===== config.mk =====
export PLATFORM = sky130hd
export DESIGN_NAME = telemetry_frame_encoder_flat
export DESIGN_NICKNAME = d
export VERILOG_FILES = /design/src/hdl/tfe_pkg.sv /design/src/hdl/tfe_if.sv /design/src/hdl/tfe_front.sv /design/src/hdl/tfe_queue.sv /design/src/hdl/tfe_back.sv /design/src/hdl/telemetry_frame_encoder.sv /design/src/flat_wrapper.sv
export SDC_FILE = /design/constraint.sdc
export NUM_CORES = 1
export LEC_CHECK = 0
export BUFFER_PORTS_ARGS = -buffer_cell sky130_fd_sc_hd__buf_2
export CAP_MARGIN = 20
export CORE_UTILIZATION = 40
export CTS_BUF_LIST = sky130_fd_sc_hd__clkbuf_8 sky130_fd_sc_hd__clkbuf_16
export CTS_CLUSTER_SIZE = 8
export DETAILED_ROUTE_END_ITERATION = 8
export GPL_TIMING_DRIVEN = 0
export MAX_ROUTING_LAYER = met4
export PLACE_DENSITY = 0.68
export SETUP_SLACK_MARGIN = 0.15
export SYNTH_ARGS = -nofsm -noshare
export SYNTH_HDL_FRONTEND = slang
export SYNTH_SLANG_ARGS = --single-unit

===== constraint.sdc =====
create_clock -name clk_i -period 20.4 [get_ports clk_i]
set_input_delay 5.1 -clock clk_i [delete_from_list [all_inputs] [get_ports clk_i]]
set_output_delay 5.1 -clock clk_i [all_outputs]
set_load 0.02 [all_outputs]

===== src/hdl/tfe_pkg.sv =====
// Shared types and constants of the telemetry frame encoder.
package tfe_pkg;

  localparam int unsigned NumWords = 9;
  localparam int unsigned QDepth   = 2;

  localparam logic [7:0] SyncHi  = 8'hA5;
  localparam logic [7:0] SyncLo  = 8'h5A;
  localparam logic [7:0] EndByte = 8'hAA;

  typedef enum logic [1:0] {
    KIND_ATT = 2'd0,
    KIND_MOT = 2'd1,
    KIND_MAG = 2'd2
  } kind_e;

  // Record kind that is accepted and dropped.
  localparam logic [1:0] KIND_NONE = 2'd3;

  // One classified record: kind plus words already in wire encoding.
  typedef struct packed {
    kind_e                         kind;
    logic [NumWords-1:0][15:0]     words;
  } entry_t;

endpackage


===== src/hdl/tfe_if.sv =====
// Valid/ready channel interfaces for records in and frame bytes out.
interface tfe_rec_if;
  logic               valid;
  logic               ready;
  logic        [1:0]  op;
  logic signed [15:0] word_0;
  logic signed [15:0] word_1;
  logic signed [15:0] word_2;
  logic signed [15:0] word_3;
  logic signed [15:0] word_4;
  logic signed [15:0] word_5;
  logic signed [15:0] word_6;
  logic signed [15:0] word_7;
  logic signed [15:0] word_8;

  modport source (output valid, op, word_0, word_1, word_2, word_3, word_4,
                  word_5, word_6, word_7, word_8, input ready);
  modport sink   (input valid, op, word_0, word_1, word_2, word_3, word_4,
                  word_5, word_6, word_7, word_8, output ready);
endinterface

interface tfe_byte_if;
  logic       valid;
  logic       ready;
  logic [7:0] frame_byte;
  logic       last_byte;

  modport source (output valid, frame_byte, last_byte, input ready);
  modport sink   (input valid, frame_byte, last_byte, output ready);
endinterface


===== src/hdl/tfe_front.sv =====
// Front end: accepts records, classifies the kind and encodes the words.
module tfe_front (
  tfe_rec_if.sink        rec,
  input  logic           full_i,
  output logic           push_o,
  output tfe_pkg::entry_t entry_o
);
  import tfe_pkg::*;

  // sign-magnitude; most negative value wraps to zero
  function automatic logic [15:0] enc_sm(input logic [15:0] v);
    logic [15:0] r;
    r = v[15] ? (16'h8000 - v) : v;
    return r;
  endfunction

  logic raw_rate;

  assign rec.ready = !full_i;
  // unused kind is taken and dropped
  assign push_o    = rec.valid && !full_i && (rec.op != KIND_NONE);

  always_comb begin
    raw_rate      = (rec.op != KIND_MOT);
    entry_o.kind  = kind_e'(rec.op);
    entry_o.words[0] = enc_sm(rec.word_0);
    entry_o.words[1] = enc_sm(rec.word_1);
    entry_o.words[2] = enc_sm(rec.word_2);
    entry_o.words[3] = enc_sm(rec.word_3);
    entry_o.words[4] = enc_sm(rec.word_4);
    entry_o.words[5] = enc_sm(rec.word_5);
    entry_o.words[6] = raw_rate ? rec.word_6 : enc_sm(rec.word_6);
    entry_o.words[7] = enc_sm(rec.word_7);
    entry_o.words[8] = enc_sm(rec.word_8);
  end

endmodule


===== src/hdl/tfe_queue.sv =====
// Short queue of classified records between front and back.
module tfe_queue (
  input  logic            clk_i,
  input  logic            rst_ni,
  input  logic            push_i,
  input  tfe_pkg::entry_t entry_i,
  input  logic            pop_i,
  output tfe_pkg::entry_t head_o,
  output logic            empty_o,
  output logic            full_o
);
  import tfe_pkg::*;

  localparam int unsigned PtrW = (QDepth > 1) ? $clog2(QDepth) : 1;
  localparam int unsigned CntW = $clog2(QDepth + 1);

  entry_t            mem_q [QDepth];
  logic [PtrW-1:0]   wr_ptr_q, wr_ptr_d, rd_ptr_q, rd_ptr_d;
  logic [CntW-1:0]   cnt_q, cnt_d;

  assign empty_o = (cnt_q == '0);
  assign full_o  = (cnt_q == CntW'(QDepth));
  assign head_o  = mem_q[rd_ptr_q];

  always_comb begin
    wr_ptr_d = wr_ptr_q;
    rd_ptr_d = rd_ptr_q;
    cnt_d    = cnt_q;
    if (push_i) begin
      wr_ptr_d = (wr_ptr_q == PtrW'(QDepth - 1)) ? '0 : wr_ptr_q + 1'b1;
    end
    if (pop_i) begin
      rd_ptr_d = (rd_ptr_q == PtrW'(QDepth - 1)) ? '0 : rd_ptr_q + 1'b1;
    end
    if (push_i && !pop_i) begin
      cnt_d = cnt_q + 1'b1;
    end else if (pop_i && !push_i) begin
      cnt_d = cnt_q - 1'b1;
    end
  end

  always_ff @(posedge clk_i or negedge rst_ni) begin
    if (!rst_ni) begin
      wr_ptr_q <= '0;
      rd_ptr_q <= '0;
      cnt_q    <= '0;
    end else begin
      wr_ptr_q <= wr_ptr_d;
      rd_ptr_q <= rd_ptr_d;
      cnt_q    <= cnt_d;
    end
  end

  always_ff @(posedge clk_i) begin
    if (push_i) begin
      mem_q[wr_ptr_q] <= entry_i;
    end
  end

endmodule


===== src/hdl/tfe_back.sv =====
// Back end: byte sequencer, running checksum and output register.
module tfe_back (
  input  logic            clk_i,
  input  logic            rst_ni,
  input  tfe_pkg::entry_t head_i,
  input  logic            empty_i,
  output logic            pop_o,
  tfe_byte_if.source      frame
);
  import tfe_pkg::*;

  entry_t      cur_q, cur_d;
  logic        busy_q, busy_d;
  logic [4:0]  idx_q, idx_d;
  logic [7:0]  sum_q, sum_d;
  logic        ov_q, ov_d;
  logic [7:0]  ob_q, ob_d;
  logic        ol_q, ol_d;

  logic [4:0]  nbytes;
  logic [7:0]  len_c, type_c, byte_c;
  logic        last_c, data_c, adv, at_end;
  logic [4:0]  dofs;
  logic [3:0]  widx;
  logic [15:0] wsel;

  function automatic logic [7:0] seed_of(input kind_e k);
    logic [7:0] s;
    unique case (k)
      KIND_ATT: s = 8'hB3;
      KIND_MOT: s = 8'hB8;
      KIND_MAG: s = 8'hB6;
      default:  s = 8'h00;
    endcase
    return s;
  endfunction

  always_comb begin
    unique case (cur_q.kind)
      KIND_MOT: begin nbytes = 5'd24; len_c = 8'd22; type_c = 8'hA2; end
      KIND_MAG: begin nbytes = 5'd20; len_c = 8'd18; type_c = 8'hA4; end
      default:  begin nbytes = 5'd20; len_c = 8'd18; type_c = 8'hA1; end
    endcase
    dofs = idx_q - 5'd4;
    widx = dofs[4:1];
    wsel = (widx < 4'(NumWords)) ? cur_q.words[widx] : 16'h0000;
    last_c = 1'b0;
    data_c = 1'b0;
    priority if (idx_q == 5'd0) begin
      byte_c = SyncHi;
    end else if (idx_q == 5'd1) begin
      byte_c = SyncLo;
    end else if (idx_q == 5'd2) begin
      byte_c = len_c;
    end else if (idx_q == 5'd3) begin
      byte_c = type_c;
    end else if (idx_q == nbytes - 5'd2) begin
      byte_c = sum_q;
    end else if (idx_q == nbytes - 5'd1) begin
      byte_c = EndByte;
      last_c = 1'b1;
    end else begin
      byte_c = dofs[0] ? wsel[7:0] : wsel[15:8];
      data_c = 1'b1;
    end
  end

  // output slot frees when empty or taken this cycle
  assign adv    = !ov_q || frame.ready;
  assign at_end = busy_q && last_c;
  assign pop_o  = adv && (!busy_q || at_end) && !empty_i;

  always_comb begin
    cur_d  = cur_q;
    busy_d = busy_q;
    idx_d  = idx_q;
    sum_d  = sum_q;
    ov_d   = ov_q;
    ob_d   = ob_q;
    ol_d   = ol_q;
    if (adv) begin
      ov_d = busy_q;
      ob_d = byte_c;
      ol_d = last_c;
      if (busy_q) begin
        idx_d = idx_q + 1'b1;
        if (data_c) begin
          sum_d = sum_q + byte_c;
        end
      end
      if (!busy_q || at_end) begin
        busy_d = !empty_i;
      end
    end
    if (pop_o) begin
      cur_d = head_i;
      idx_d = '0;
      sum_d = seed_of(head_i.kind);
    end
  end

  always_ff @(posedge clk_i or negedge rst_ni) begin
    if (!rst_ni) begin
      busy_q <= 1'b0;
      idx_q  <= '0;
      ov_q   <= 1'b0;
    end else begin
      busy_q <= busy_d;
      idx_q  <= idx_d;
      ov_q   <= ov_d;
    end
  end

  always_ff @(posedge clk_i) begin
    cur_q <= cur_d;
    sum_q <= sum_d;
    ob_q  <= ob_d;
    ol_q  <= ol_d;
  end

  assign frame.valid      = ov_q;
  assign frame.frame_byte = ob_q;
  assign frame.last_byte  = ol_q;

  a_last_is_end: assert property (@(posedge clk_i) disable iff (!rst_ni)
    (ov_q && ol_q) |-> (ob_q == EndByte))
    else $error("last word is not the end byte");

  a_idx_range: assert property (@(posedge clk_i) disable iff (!rst_ni)
    busy_q |-> (idx_q < nbytes))
    else $error("byte index past frame end");

  a_load: assert property (@(posedge clk_i) disable iff (!rst_ni)
    pop_o |=> (busy_q && idx_q == 5'd0))
    else $error("frame load did not restart sequencer");

  a_pop_ok: assert property (@(posedge clk_i) disable iff (!rst_ni)
    pop_o |-> !empty_i)
    else $error("pop from empty queue");

endmodule


===== src/hdl/telemetry_frame_encoder.sv =====
// Top level of the telemetry frame encoder.
//
// Usage:
//   rec_i   : valid/ready channel, one telemetry record per word (op plus
//             nine signed 16-bit values). Kind 3 is accepted and dropped.
//   frame_o : valid/ready channel, one frame byte per word; last_byte marks
//             the closing AA byte of each frame.
// Path: when the encoder is idle, the first byte (A5) of an accepted record
//   goes through the record queue, the sequencer register and output register.
// Throughput: one byte per cycle out of the output register while
//   frame_o.ready is high; a frame is 20 bytes (attitude, magnetometer) or
//   24 bytes (motion), as the byte sequencer in the back end sets. Frames follow
//   each other without gap cycles when the next record is already queued.
// A two-entry record queue sits between the front end and the sequencer, so
//   records keep being accepted while a frame is still streaming out.
// Stall: while frame_o.ready is low the current byte holds, the sequencer
//   waits, and rec_i.ready drops once the queue is full.
// Reset (rst_ni low, async): queue emptied, sequencer idle, frame_o.valid low.
module telemetry_frame_encoder (
  input  logic        clk_i,
  input  logic        rst_ni,
  tfe_rec_if.sink     rec_i,
  tfe_byte_if.source  frame_o
);
  import tfe_pkg::*;

  entry_t front_entry;
  entry_t q_head;
  logic   q_push, q_pop, q_empty, q_full;

  // classify and encode
  tfe_front u_front (
    .rec     (rec_i),
    .full_i  (q_full),
    .push_o  (q_push),
    .entry_o (front_entry)
  );

  // decouples acceptance from byte streaming
  tfe_queue u_queue (
    .clk_i   (clk_i),
    .rst_ni  (rst_ni),
    .push_i  (q_push),
    .entry_i (front_entry),
    .pop_i   (q_pop),
    .head_o  (q_head),
    .empty_o (q_empty),
    .full_o  (q_full)
  );

  // sequencer with checksum and registered output
  tfe_back u_back (
    .clk_i   (clk_i),
    .rst_ni  (rst_ni),
    .head_i  (q_head),
    .empty_i (q_empty),
    .pop_o   (q_pop),
    .frame   (frame_o)
  );

endmodule

===== src/flat_wrapper.sv =====
// flat-port wrapper written by rule: the top's interface ports become plain ports
module telemetry_frame_encoder_flat import tfe_pkg::*;
  (clk_i, rst_ni, rec_i_valid, rec_i_op, rec_i_word_0, rec_i_word_1, rec_i_word_2, rec_i_word_3, rec_i_word_4, rec_i_word_5, rec_i_word_6, rec_i_word_7, rec_i_word_8, rec_i_ready, frame_o_valid, frame_o_frame_byte, frame_o_last_byte, frame_o_ready);
  tfe_rec_if rec_i_i ();
  tfe_byte_if frame_o_i ();
  input  logic clk_i;
  input  logic rst_ni;
  input wire logic [$bits(rec_i_i.valid)-1:0] rec_i_valid;
  input wire logic [$bits(rec_i_i.op)-1:0] rec_i_op;
  input wire logic [$bits(rec_i_i.word_0)-1:0] rec_i_word_0;
  input wire logic [$bits(rec_i_i.word_1)-1:0] rec_i_word_1;
  input wire logic [$bits(rec_i_i.word_2)-1:0] rec_i_word_2;
  input wire logic [$bits(rec_i_i.word_3)-1:0] rec_i_word_3;
  input wire logic [$bits(rec_i_i.word_4)-1:0] rec_i_word_4;
  input wire logic [$bits(rec_i_i.word_5)-1:0] rec_i_word_5;
  input wire logic [$bits(rec_i_i.word_6)-1:0] rec_i_word_6;
  input wire logic [$bits(rec_i_i.word_7)-1:0] rec_i_word_7;
  input wire logic [$bits(rec_i_i.word_8)-1:0] rec_i_word_8;
  output wire logic [$bits(rec_i_i.ready)-1:0] rec_i_ready;
  output wire logic [$bits(frame_o_i.valid)-1:0] frame_o_valid;
  output wire logic [$bits(frame_o_i.frame_byte)-1:0] frame_o_frame_byte;
  output wire logic [$bits(frame_o_i.last_byte)-1:0] frame_o_last_byte;
  input wire logic [$bits(frame_o_i.ready)-1:0] frame_o_ready;
  assign rec_i_i.valid = rec_i_valid;
  assign rec_i_i.op = rec_i_op;
  assign rec_i_i.word_0 = rec_i_word_0;
  assign rec_i_i.word_1 = rec_i_word_1;
  assign rec_i_i.word_2 = rec_i_word_2;
  assign rec_i_i.word_3 = rec_i_word_3;
  assign rec_i_i.word_4 = rec_i_word_4;
  assign rec_i_i.word_5 = rec_i_word_5;
  assign rec_i_i.word_6 = rec_i_word_6;
  assign rec_i_i.word_7 = rec_i_word_7;
  assign rec_i_i.word_8 = rec_i_word_8;
  assign rec_i_ready = rec_i_i.ready;
  assign frame_o_valid = frame_o_i.valid;
  assign frame_o_frame_byte = frame_o_i.frame_byte;
  assign frame_o_last_byte = frame_o_i.last_byte;
  assign frame_o_i.ready = frame_o_ready;
  telemetry_frame_encoder u_core (.clk_i(clk_i), .rst_ni(rst_ni), .rec_i(rec_i_i), .frame_o(frame_o_i));
endmodule

# Yosys cells after proc, flatten, opt, wreduce, memory -nomap -nowiden
# Memories as Yosys holds them, arrays and structs flattened.
# Index checks and enable logic that the tools add are counted.
[classes]
muxes = 49
eq_ne = 12
reduce_logical = 25
add_sub_neg = 18
magnitude_cmp = 2
[op_table]
columns = ["operator", "n"]
rows = [
  ["$mux 16", 12],
  ["$sub 16x16->16 const A", 9],
  ["$mux 8", 11],
  ["$bmux 16 s4", 1],
  ["$pmux 8 s3", 1],
  ["$mux 1", 16],
  ["$mux 5", 3],
  ["$eq 5x2->1 const B", 2],
  ["$eq 5x5->1", 2],
  ["$add 8x8->8", 1],
  ["$reduce_bool 2->1", 4],
  ["$logic_and 1x1->1", 7],
  ["$eq 2x2->1 const B", 3],
  ["$logic_not 1->1", 6],
  ["$pmux 3 s2", 1],
  ["$add 5x1->5 const B", 1],
  ["$eq 5x1->1 const B", 1],
  ["$logic_not 5->1", 1],
  ["$lt 4x5->1 const B", 1],
  ["$sub 5x1->5 const B", 1],
  ["$sub 5x2->5 const B", 1],
  ["$sub 5x3->5 const B", 1],
  ["$eq 2x1->1 const B", 2],
  ["$logic_not 2->1", 2],
  ["other kinds (12)", 16],
]
[totals]
memories = 1
regBits = 174
inputBits = 150
out_inout_bits = 11
wordCells = 126
ram_bits = 292
[memory_table]
columns = ["name", "depth", "word_bits", "rd", "rd_clocked_by_memory_dff", "wr", "line", "text"]
rows = [
  ["u_core.u_queue.mem_q", 2, 146, 1, 0, 1, "tfe_queue.sv:17", "entry_t mem_q [QDepth];"],
]

# Logic depth before layout (Yosys ltp)
# Gate-level depths: netlist of the first run.
[depth]
word_depth = 17
depth_mapped = 17
mapped_depth_nobuf = 16

# Hierarchy
# From an unflattened synthesis of the first run, not the netlist that was laid out.
[hier_totals]
hier_cells = 1288
hier_area_um2 = 20739.9
[modules_own_cells]
columns = ["mod", "seq_area_each_um2", "cells_each", "area_per_inst_um2", "n_inst"]
rows = [
  ["tfe_queue", 8868.5, 470, 10772.8, 1],
  ["tfe_back", 5069.9, 406, 7255.7, 1],
  ["tfe_front", 0.0, 412, 2711.4, 1],
]

# Worst setup path before layout of the first run
# OpenSTA, ideal clock, no wires.
[synth_path]
path_type = "in2reg"
startpoint = "input port rec_i_op[0]"
endpoint = "memory u_core.u_queue.mem_q[0][0] (netlist name), enable pin"
path_buffers = 0
required_time_ps = 19746
arrival_time_ps = 11360
setup_slack_ps = 8386
setup_ps = 654
path_stages = 3
path_cell_list = "nand2_1 -> nand3_1 -> nor2_1"
[synth_via]
elab_chain_len = 4
[synth_lines]
columns = ["item", "line", "text"]
rows = [
  ["from (decl)", "flat_wrapper.sv:9", "input wire logic [$bits(rec_i_i.op)-1:0] rec_i_op;"],
  ["$ne 2x2->1", "tfe_front.sv:21", "assign push_o = rec.valid && !full_i && (rec.op != KIND_NONE);"],
  ["$logic_and 1x1->1", "tfe_front.sv:21", ""],
  ["$mux 1", "tfe_queue.sv:55", "if (push_i) begin"],
  ["$mux 1 (not written as such)", "tfe_queue.sv:56", "mem_q[wr_ptr_q] <= entry_i;"],
  ["to (decl)", "tfe_queue.sv:17", ""],
]
# Every way passes these cells.

==> results by group, run 1 <==
Power and ir drop
  – Pwr dens: 142 mW/mm²
  – Maximum vdd ir drop: 58.6 µV
  – Leak Pwr: 8.34 nW

Worst setup path
  – Slowest library cell on the worst path: or4_4
  – CP cell instances: buf_2 -> or4_4 -> or3_1 -> or3_4 -> o41ai_2 -> xnor2_1
  – Startpoint type of the worst setup path: primary input
  – Type of element capturing the critical path: register
  – Start-to-end type of the worst setup path: in -> reg
  – Delay of the slowest cell on the worst path: 0.53 ns
  – Required time worst endpoint: 20.69 ns
  – CP Data Arrival Time: 6.92 ns
  – Setup slack of the most critical reg-to-reg path: 14.59 ns
  – Top Family by Delay on Critical Path: simple AND/OR/NAND/NOR gates
  – CP bufs+invs: 1
  – Worst Path Max Fanout: 3

CTS
  – # clock sinks: 466
  – H-tree lvl count: 3
  – Worst skew pair latency: 0.57 ns
  – Buffers inserted during post-CTS setup optimization: 0
  – Number of hold buffers added after CTS: 0
  – Clock tree root buffer cell: clkbuf_16
  – Register clock-pin slew on the reported worst setup and hold paths: 0.05 ns
  – Post-cts sizing count: 0
  – Clk buf depth: 3
  – CTS Buf Count: 68
  – Clock tree from TritonCTS: yes

STA
  – Total setup violations reported at the end of the flow: 0
  – Least-Margin Pin Slew: 0.796 ns
  – Fin Setup TNS: 0 ns
  – Final critical-path required period: 6.63 ns
  – Worst Clk Skew: 0.0192 ns
  – RSZ-0062 raised after global routing: no
  – Timing-limited maximum frequency: 151 MHz
  – Slew margin rel.: 0.469
  – Crit share post-route: 0.325
  – Hold violation total from the final report: 0
  – Number of slew-limit violations in the final report: 0

Finish
  – # fillers: 4180
  – Filler-free cell count of the finished design: 2195
  – Layout Cell Area excl Fill: 0.0243 mm²
  – Post-synthesis to final-layout area growth: 18.4%
  – Number of nets in the layout: 1679
  – Fraction of final layout cells sized beyond drive strength 1: 0.293

Yosys
  – Number of flops mapped to enable cells by yosys: 455
  – Biggest area contributors in the synthesized netlist: edfxtp_1 67%, mux2_2 8.5%, xnor2_1 4.8%
  – Area share of the largest cell type after synthesis: 0.666
  – Post-synth top area cell: edfxtp_1
  – Ranking of synthesized cells by instance count: 455 x edfxtp_1, 155 x mux2_2, 113 x xnor2_1, 70 x nand2_1, 54 x o21ai_0
  – Post-Syn Area: 0.0205 mm²
  – Number of flip-flops and latches in the synthesized netlist: 466
  – Distinct cells, synth: 59
  – Cell with the most instances after synthesis: edfxtp_1
  – YS warnings: 0
  – Synthesized net count: 1438
  – Share of flip-flops with an asynchronous set or reset after synthesis: 0.0236
  – Average size of a mapped cell: 16.3 µm²
  – Sequential-to-total area share from yosys stat: 0.680
  – Synthesized netlist cell count: 1261
  – Post-synth top flop: edfxtp_1

Global route
  – Number of antenna violations at the first check in global routing: 5
  – First-pass GRT wire length: 69.9 mm
  – Maximum number of pins on one net before global-route repair: 66
  – Total global routing overflow: 0
  – GRT Total Usage: 0.183
  – Vias in the first global route: 11800

Detailed routing
  – Via count of the routed design: 11600
  – Routed wire length: 45.8 mm
  – Mean routed wirelength per cell: 20.9 µm
  – Detail-routed via count per cell: 5.28
  – Count of antenna-violating nets left after detailed routing: 0
  – Post-route DRC violation count: 0
  – Detailed Route Iter0 Violations: 750
  – Number of detailed-routing iterations run before antenna repair: 5

Flow run
  – Number of maximum-capacitance violations: 0

Die
  – Die area: 0.0522 mm²
  – Starting utilization of the core area: 0.407
  – Io pins: 161
  – Overall die width: 228 µm
  – Placeable core region: 0.0504 mm²
  – Floorplan row count: 82
  – Die Height: 228 µm

Place
  – Total half-perimeter wirelength after legalization and detailed placement: 32.8 mm
  – Count of buffers from port buffering: 160
  – Placer's final routability congestion estimate: 0.944
  – Placed cells: 2104
  – Placed Instance Area: 0.0224 mm²

Hold path
  – Worst hold-check path type: reg -> reg

Status
  – Outcome: complete, no violations
==> worst reg2reg max path, stage by stage, from the launching register on <==
cell and delay (ns):
dfrtp_1 0.44, buf_1 0.57, inv_1 0.29, ha_1 0.36, clkbuf_1 0.52, clkbuf_1 0.58
mux4_2 0.46, nand2_1 0.10, a31oi_1 0.13, a221oi_1 0.39, o21ai_0 0.29, ha_1 0.34
a21oi_1 0.21, o211ai_1 0.17, o41ai_1 0.31, xnor3_1 0.27, o21a_1 0.17
==> worst paths after layout <==
path | from | to | cells past startpoint
min in group asynchronous | rst_ni | u_core.u_back.idx_q[3] | 1
worst min register to register | u_core.u_queue.cnt_q[1] | u_core.u_queue.cnt_q[1] | 1
worst max register to register | u_core.u_back.idx_q[2] | u_core.u_back.sum_q[7] | 16
worst min-delay path | u_core.u_queue.cnt_q[1] | u_core.u_queue.cnt_q[1] | 1
worst max-delay path | rec_i_word_8[6] | u_core.u_queue.mem_q[0][141] | 6
max in group asynchronous | rst_ni | u_core.u_back.busy_q | 1
==> cells in the final DEF (no fill, tap or decap), types with 5 or more instances in the layout <==
cell type	Yosys	final
edfxtp_1	455	455
buf_2	3	163
mux2_2	155	155
xnor2_1	113	113
nand2_1	70	70
clkbuf_16	0	70
o21ai_0	54	54
inv_1	32	44
nor2_1	38	37
clkbuf_1	34	33
o31ai_1	29	29
ha_1	26	26
mux4_2	23	23
xor2_1	20	20
nand2b_1	18	18
nor3_1	17	17
or4_1	17	17
a21oi_1	16	16
or3_1	13	13
o41ai_1	12	12
mux4_1	11	11
dfrtp_1	11	11
nand3_1	10	10
o31a_1	8	8
nand3b_1	7	7
a221oi_1	7	7
buf_16	0	7
o21a_1	5	5
==> kinds of logic (layout without fill, tap and decap cells) <==
| group | count (synthesis) | after routing | synth area share |
|---|---|---|---|
| compound gates | 158 | 158 | 0.0532 |
| xor+xnor | 134 | 134 | 0.0579 |
| fa+ha+maj | 27 | 27 | 0.0168 |
| buf+inv | 74 | 333 | 0.0148 |
| flops | 466 | 466 | 0.680 |
| mux | 193 | 193 | 0.126 |
| other cells | 0 | 3 | 0 |
| simple gates | 209 | 209 | 0.0512 |
==> power breakdown <==
part           total, W  switching [W]  leakage (nW)  internal (W)
combinational   0.00107       0.000609          3.09      0.000460
clock          0.000979       0.000374         0.952      0.000605
sequential      0.00139      0.0000582          4.30       0.00134
total           0.00344        0.00104          8.34       0.00240
==> state kept, by name (all words and copies together) (netlist names) <==
signal / cells
u_core.u_back.idx_q: 5
u_core.u_queue.mem_q: 292
u_core.u_back.frame.last_byte: 1
u_core.u_back.frame.valid: 1
u_core.u_back.frame.frame_byte: 8
u_core.u_back.busy_q: 1
u_core.u_queue.cnt_q: 2
u_core.u_back.sum_q: 8
u_core.u_back.cur_q: 146
u_core.u_queue.rd_ptr_q: 1
u_core.u_queue.wr_ptr_q: 1
==> layout make-up <==
| type | count | area (µm²) | share of cell area |
|---|---|---|---|
| Sequential cell | 466 | 13900 | 0.574 |
| Buffer | 41 | 184 | 0.00757 |
| Inverter | 33 | 124 | 0.00510 |
| Tap cell | 672 | 841 | 0.0346 |
| Multi-Input combinational cell | 721 | 6280 | 0.258 |
| Clock buffer | 70 | 1750 | 0.0721 |
| Antenna cell | 3 | 7.51 | 0.000309 |
| Timing Repair Buffer | 171 | 1060 | 0.0437 |
| Clock inverter | 18 | 104 | 0.00428 |
==> routing by layer <==
metal | track usage | part of all wire | wire, µm | up-vias
li1 | - | - | - | 5365
met1 | 0.231 | 0.43 | 19700 | 5839
met2 | 0.295 | 0.49 | 22600 | 315
met3 | 0.0328 | 0.055 | 2500 | 60
met4 | 0.0690 | 0.022 | 1020 | 0
met5 | - | 0 | 0 | -
==> stage by stage <==
step / utilization / hold slack (ns) / worst slack [ns] / power, W
after floorplan: - / 0.460 / 8.39 / 0.00216
after global placement: 0.440 / 0.473 / 4.15 / 0.00248
after detailed placement: 0.445 / 0.515 / 13.21 / 0.00248
after CTS: 0.482 / 0.521 / 13.81 / 0.00347
after global routing: 0.482 / 0.548 / 13.73 / 0.00361
final: 0.482 / 0.521 / 13.77 / 0.00344
No activity file was read; power rests on OpenSTA's default activity.
==> inputs of run 2 (changes only) <==
Clock period 20.4 ns to 6.2 ns, I/O delays scaled along.
==> run 2 against run 1 <==
First-iteration DRC count rose by 16%. Utilization fell by 0.099 points. Worst hold slack got worse by 0.0014 ns. Via count barely moved. Highest routed layer unchanged.
==> results by group, run 2 (synthesis gave the netlist of run 1 again) <==
Global route
  – GRT Total Usage: 0.183 (about the same)
  – Vias in the first global route: 11600 (was 11800)
  – Maximum number of pins on one net before global-route repair: 94 (was 66)
  – Number of antenna violations at the first check in global routing: 4 (was 5)
  – First-pass GRT wire length: 69.7 mm (was 69.9 mm)
  – Total global routing overflow: 0 (unchanged)

Place
  – Total half-perimeter wirelength after legalization and detailed placement: 32.8 mm (about the same)
  – Placer's final routability congestion estimate: 0.937 (was 0.944)
  – Count of buffers from port buffering: 160 (unchanged)
  – Placed Instance Area: 0.0224 mm² (about the same)

Finish
  – Area of combinational cells with multiple inputs: 0.00628 mm² (unchanged)
  – Layout Cell Area excl Fill: 0.0242 mm² (was 0.0243 mm²)
  – Post-synthesis to final-layout area growth: 18.2% (was 18.4%)
  – Register containing the most flip-flops in the final layout: u_core.u_queue.mem_q (unchanged)
  – Flip-flop count of the largest register after layout: 292 (unchanged)
  – Number of nets in the layout: 1677 (was 1679)
  – Fraction of final layout cells sized beyond drive strength 1: 0.293 (about the same)
  – Registers with the highest flip-flop counts: u_core.u_queue.mem_q (292), u_core.u_back.cur_q (146) (unchanged)
  – Most frequent standard cell in the layout excluding fill and tap cells: edfxtp_1 (unchanged)
  – Top library cells by usage in the layout, fill and taps aside: 455 x edfxtp_1, 163 x buf_2, 155 x mux2_2 (unchanged)
  – Storage cell area: 0.0139 mm² (unchanged)
  – # fillers: 4169 (was 4180)

Detailed routing
  – Count of antenna-violating nets left after detailed routing: 0 (unchanged)
  – Mean routed wirelength per cell: 21.2 µm (was 20.9 µm)
  – Number of detailed-routing iterations run before antenna repair: 5 (unchanged)
  – Post-route DRC violation count: 0 (unchanged)
  – Detail-routed via count per cell: 5.30 (was 5.28)
  – Detailed Route Iter0 Violations: 873 (was 750)
  – Via count of the routed design: 11600 (about the same)
  – Routed wire length: 46.3 mm (was 45.8 mm)

Worst setup path
  – Startpoint type of the worst setup path: register (was primary input)
  – Top Family by Delay on Critical Path: compound AO/OA/AOI/OAI gates (was simple AND/OR/NAND/NOR gates)
  – Worst Path Max Fanout: 10 (was 3)
  – Startpoint of the most critical register-to-register path: u_core.u_back.idx_q[2] (unchanged)
  – R2R depth: 16 (unchanged)
  – Type of element capturing the critical path: register (unchanged)
  – CP cell instances: clkbuf_2 -> inv_1 -> ha_1 -> clkbuf_1 -> clkbuf_1 -> mux4_2 -> nand2_1 -> a31oi_1 -> a221oi_1 -> o21ai_0 -> ha_1 -> a21oi_1 -> o211ai_1 -> o41ai_1 -> xnor3_1 -> o21a_1 (was buf_2 -> or4_4 -> or3_1 -> or3_4 -> o41ai_2 -> xnor2_1)
  – Start-to-end type of the worst setup path: reg -> reg (was in -> reg)
  – Setup slack of the most critical reg-to-reg path: 0.78 ns (was 14.59 ns)
  – Delay of the slowest cell on the worst path: 0.54 ns (was 0.53 ns)
  – Required time worst endpoint: 6.52 ns (was 20.69 ns)
  – CP Data Arrival Time: 5.74 ns (was 6.92 ns)
  – Reg2reg end: u_core.u_back.sum_q[7] (unchanged)
  – CP bufs+invs: 4 (was 1)
  – Slowest library cell on the worst path: clkbuf_1 (was or4_4)

CTS
  – Post-cts sizing count: 0 (unchanged)
  – # clock sinks: 466 (unchanged)
  – Clock tree root buffer cell: clkbuf_16 (unchanged)
  – Clock tree from TritonCTS: yes (unchanged)
  – CTS Buf Count: 68 (unchanged)
  – Worst skew pair latency: 0.58 ns (was 0.57 ns)
  – Buffers inserted during post-CTS setup optimization: 0 (unchanged)
  – Clk buf depth: 3 (unchanged)
  – Register clock-pin slew on the reported worst setup and hold paths: 0.05 ns (about the same)
  – H-tree lvl count: 3 (unchanged)
  – Number of hold buffers added after CTS: 0 (unchanged)

Hold path
  – Critical hold path startpoint: u_core.u_back.busy_q (was u_core.u_queue.cnt_q[1])
  – Number of cells traversed by the worst hold path: 1 (unchanged)
  – Worst hold-check path type: reg -> reg (unchanged)
  – Endpoint, Worst Hold: u_core.u_back.frame.valid (was u_core.u_queue.cnt_q[1])

STA
  – Hold violation total from the final report: 0 (unchanged)
  – Slew margin rel.: 0.418 (was 0.469)
  – Final critical-path required period: 5.42 ns
  – Least-Margin Pin Slew: 0.871 ns (was 0.796 ns)
  – RSZ-0062 raised after global routing: no (unchanged)
  – Worst Clk Skew: 0.0266 ns (was 0.0192 ns)
  – Timing-limited maximum frequency: 185 MHz
  – Fin Setup TNS: 0 ns (unchanged)
  – Total setup violations reported at the end of the flow: 0 (unchanged)
  – Number of slew-limit violations in the final report: 0 (unchanged)
  – Crit share post-route: 0.874
  – Tightest hold margin: 0.519 ns (was 0.521 ns)

Flow run
  – Number of maximum-capacitance violations: 0 (unchanged)

Die
  – Starting utilization of the core area: 0.407 (unchanged)
  – Die Height: 228 µm (unchanged)
  – Overall die width: 228 µm (unchanged)
  – Placeable core region: 0.0504 mm² (unchanged)
  – Io pins: 161 (unchanged)
  – Floorplan row count: 82 (unchanged)
  – Die area: 0.0522 mm² (unchanged)

Power and ir drop
  – Pwr dens: 467 mW/mm² (was 142 mW/mm²)
  – Maximum vdd ir drop: 239 µV (was 58.6 µV)
  – Post-route total power: 0.0113 W (was 0.00344 W)
  – Leak Pwr: 8.30 nW (was 8.34 nW)

Status
  – Outcome: complete, no violations (unchanged)
[run 2: cell count changes in the layout (fill, tap and decap cells not counted), sizes merged]
cell,delta
buf,-3
inv,-7
clkbuf,+2
clkinv,+1
[run 2: through the flow]
stage / worst slack (ns) / util / std cells
CTS: 0.413 / 0.481 / 2185
detailed placement: 0.447 / 0.444 / 2102
global placement: -2.47 / 0.440 / 2093
finish: 0.783 / 0.481 / 2188
floorplan: 0.196 / - / 1261
global route: 0.446 / 0.481 / 2188
[run 2: final cells by class]
cell class / count / share of cell area
flip-flops and latches: 466 / 0.575
repair buffers: 169 / 0.0412
clock buffers: 71 / 0.0733
inverters: 33 / 0.00511
clock inverters: 12 / 0.00346
diodes: 3 / 0.000310
plain buffers: 41 / 0.00790
multi-input cells: 721 / 0.259
well taps: 672 / 0.0347
[run 2: metal layers]
layer  global-route usage  routed length, µm
met5                    -                  0
met4               0.0612                985
met3               0.0328               2470
met1                0.232              19600
met2                0.296              23200
[run 2: report_power, final]
part | total, W | switching, W | internal (W)
clock network | 0.00324 | 0.00123 | 0.00201
registers | 0.00459 | 0.000193 | 0.00440
logic | 0.00350 | 0.00200 | 0.00150
total | 0.0113 | 0.00342 | 0.00790
[run 2: worst max path at each step]
stage | from | to | cells past startpoint
after CTS | u_core.u_back.idx_q[2] | u_core.u_back.sum_q[7] | 16
final | u_core.u_back.idx_q[2] | u_core.u_back.sum_q[7] | 16
after floorplan | rec_i_op[0] | u_core.u_queue.mem_q[0][0] | 3
after global routing | u_core.u_back.idx_q[2] | u_core.u_back.sum_q[6] | 17
after global placement | rec_i_op[0] | u_core.u_queue.mem_q[0][80] | 4
after detailed placement | u_core.u_back.idx_q[2] | u_core.u_back.sum_q[7] | 16
==> inputs of run 3 (changes only) <==
Settings changed: PLACE_DENSITY 0.68 to 0.7.
Clock period 6.2 ns to 4.8 ns, I/O delays scaled along.
==> run 3 against run 2 <==
Non-clock buffer count rose by 1. First-iteration DRC count fell by 5.4%. Sequential power up 29%. Critical path depth stayed put. Via count about the same. Power rose by 29%. Global-route usage decreased by 0.095 points. Register-to-register slack lost 0.46 ns.
==> results by group, run 3 (synthesis gave the netlist of run 1 again) <==
Finish
  – Layout Cell Area excl Fill: 0.0243 mm² (was 0.0242 mm²)
  – Top library cells by usage in the layout, fill and taps aside: 455 x edfxtp_1, 163 x buf_2, 155 x mux2_2 (unchanged)
  – Number of nets in the layout: 1678 (was 1677)
  – Most frequent standard cell in the layout excluding fill and tap cells: edfxtp_1 (unchanged)
  – Fraction of final layout cells sized beyond drive strength 1: 0.296 (was 0.293)
  – Registers with the highest flip-flop counts: u_core.u_queue.mem_q (292), u_core.u_back.cur_q (146) (unchanged)
  – Post-synthesis to final-layout area growth: 18.3% (was 18.2%)
  – # fillers: 4197 (was 4169)
  – Core Util, Final: 0.482 (was 0.481)
  – Flip-flop count of the largest register after layout: 292 (unchanged)
  – Register containing the most flip-flops in the final layout: u_core.u_queue.mem_q (unchanged)

Power and ir drop
  – Post-route total power: 0.0146 W (was 0.0113 W)
  – NetSw: 0.00443 W (was 0.00342 W)
  – Part of the power in the clock network: 0.283 (was 0.286)
  – Net switching fraction of the power: 0.302 (about the same)
  – Maximum vdd ir drop: 269 µV (was 239 µV)
  – Pwr dens: 603 mW/mm² (was 467 mW/mm²)
  – Leak Pwr: 8.31 nW (was 8.30 nW)
  – Internal power: 0.0102 W (was 0.00790 W)
  – Part of the power in registers: 0.405 (about the same)
  – Combinational cell fraction of total power: 0.312 (was 0.309)

Worst setup path
  – Type of element capturing the critical path: register (unchanged)
  – Required time worst endpoint: 5.13 ns (was 6.52 ns)
  – Worst Path Max Fanout: 10 (unchanged)
  – CP Data Arrival Time: 4.80 ns (was 5.74 ns)
  – Startpoint type of the worst setup path: register (unchanged)
  – Start-to-end type of the worst setup path: reg -> reg (unchanged)

Die
  – Io pins: 161 (unchanged)
  – Starting utilization of the core area: 0.407 (unchanged)
  – Overall die width: 228 µm (unchanged)
  – Floorplan row count: 82 (unchanged)
  – Placeable core region: 0.0504 mm² (unchanged)
  – Die area: 0.0522 mm² (unchanged)
  – Die Height: 228 µm (unchanged)

Global route
  – Maximum number of pins on one net before global-route repair: 114 (was 94)
  – First-pass GRT wire length: 69.3 mm (was 69.7 mm)
  – GRT Total Usage: 0.182 (was 0.183)
  – Vias in the first global route: 11800 (was 11600)
  – Number of antenna violations at the first check in global routing: 3 (was 4)
  – Total global routing overflow: 0 (unchanged)

Detailed routing
  – Post-route DRC violation count: 0 (unchanged)
  – Mean routed wirelength per cell: 21.1 µm (was 21.2 µm)
  – Via count of the routed design: 11600 (about the same)
  – Detail-routed via count per cell: 5.30 (about the same)
  – Routed wire length: 46.1 mm (was 46.3 mm)
  – Number of detailed-routing iterations run before antenna repair: 5 (unchanged)
  – Detailed Route Iter0 Violations: 826 (was 873)
  – Count of antenna-violating nets left after detailed routing: 0 (unchanged)

CTS
  – # clock sinks: 466 (unchanged)
  – H-tree lvl count: 3 (unchanged)
  – Worst skew pair latency: 0.58 ns (about the same)
  – CTS Buf Count: 68 (unchanged)
  – Clock tree root buffer cell: clkbuf_16 (unchanged)
  – Clock tree from TritonCTS: yes (unchanged)
  – Register clock-pin slew on the reported worst setup and hold paths: 0.05 ns (about the same)
  – Clk buf depth: 3 (unchanged)

STA
  – Worst Clk Skew: 0.0187 ns (was 0.0266 ns)
  – Final critical-path required period: 4.48 ns (was 5.42 ns)
  – Total setup violations reported at the end of the flow: 0 (unchanged)
  – Crit share post-route: 0.933 (was 0.874)
  – Timing-limited maximum frequency: 223 MHz (was 185 MHz)
  – Slew margin rel.: 0.372 (was 0.418)
  – Hold violation total from the final report: 0 (unchanged)
  – Tightest hold margin: 0.508 ns (was 0.519 ns)
  – RSZ-0062 raised after global routing: no (unchanged)
  – Number of slew-limit violations in the final report: 0 (unchanged)
  – Least-Margin Pin Slew: 0.940 ns (was 0.871 ns)
  – Fin worst setup slack: 0.324 ns (was 0.783 ns)

Status
  – Outcome: complete, no violations (unchanged)

Flow run
  – Number of maximum-capacitance violations: 0 (unchanged)

Hold path
  – Worst hold-check path type: in -> async (was reg -> reg)

Place
  – Total half-perimeter wirelength after legalization and detailed placement: 32.7 mm (was 32.8 mm)
  – Placed Instance Area: 0.0224 mm² (about the same)
  – Count of buffers from port buffering: 160 (unchanged)
  – Placer's final routability congestion estimate: 0.915 (was 0.937)
  – Pre-CTS setup slack: -0.961 ns (was 0.447 ns)
==> run 3: cell type report <==
class / count / area, µm² / area share
Sequential cell: 466 / 13900 / 0.574
Inverter: 33 / 124 / 0.00510
Timing Repair Buffer: 170 / 1040 / 0.0429
Antenna cell: 2 / 5.00 / 0.000206
Buffer: 41 / 205 / 0.00846
Tap cell: 672 / 841 / 0.0346
Multi-Input combinational cell: 721 / 6280 / 0.259
Clock buffer: 70 / 1750 / 0.0722
Clock inverter: 11 / 78.8 / 0.00325
==> run 3: per-stage QoR <==
stage               setup TNS, ns  instances
floorplan                       0       1261
global placement          -339.01       2093
detailed placement          -4.01       2103
CTS                             0       2184
global route                    0       2186
finish                          0       2186
==> run 3: path summary, 6_finish.rpt <==
check	to	from	slack [ns]	depth (start not counted)
worst max-delay path	u_core.u_back.sum_q[7]	u_core.u_back.idx_q[2]	0.32	16
worst min-delay path	u_core.u_back.idx_q[0]	rst_ni	0.51	1
worst max register to register	u_core.u_back.sum_q[7]	u_core.u_back.idx_q[2]	0.32	16
worst min register to register	u_core.u_queue.cnt_q[1]	u_core.u_queue.cnt_q[1]	0.51	1
max in group asynchronous	u_core.u_back.frame.valid	rst_ni	4.07	1
min in group clk_i	u_core.u_queue.cnt_q[1]	u_core.u_queue.cnt_q[1]	0.51	1
==> run 3: timing repair <==
item,4_1_cts,5_1_grt
setup endpoints to repair,7,2
gates resized for setup,6,6
setup buffers,0,0
hold buffers,0,0
cloned,0,0
==> run 3: power by group through the flow <==
stage / sequential (W) / clock, W / combinational, W
final: 0.00593 / 0.00415 / 0.00457
after global routing: 0.00598 / 0.00440 / 0.00493
after CTS: 0.00593 / 0.00423 / 0.00458
after detailed placement: 0.00600 / 0 / 0.00453
after floorplan: 0.00599 / 0 / 0.00309
after global placement: 0.00607 / 0 / 0.00434
==> run 3: layer usage <==
layer / wire [µm] / GRT usage
met5: 0 / -
met4: 1380 / 0.0795
met3: 2580 / 0.0338
met1: 19200 / 0.222
met2: 22900 / 0.295
==> run 3: critical path, stage by stage (launching register included) <==
cell and delay, ns:
dfrtp_1 0.46, buf_6 0.21, inv_1 0.15, ha_1 0.32, clkbuf_4 0.23, buf_4 0.23
mux4_2 0.36, nand2_1 0.11, a31oi_1 0.14, a221oi_2 0.35, o21ai_1 0.20, ha_1 0.31
a21oi_1 0.23, o211ai_1 0.17, o41ai_1 0.32, xnor3_1 0.27, o21a_1 0.17
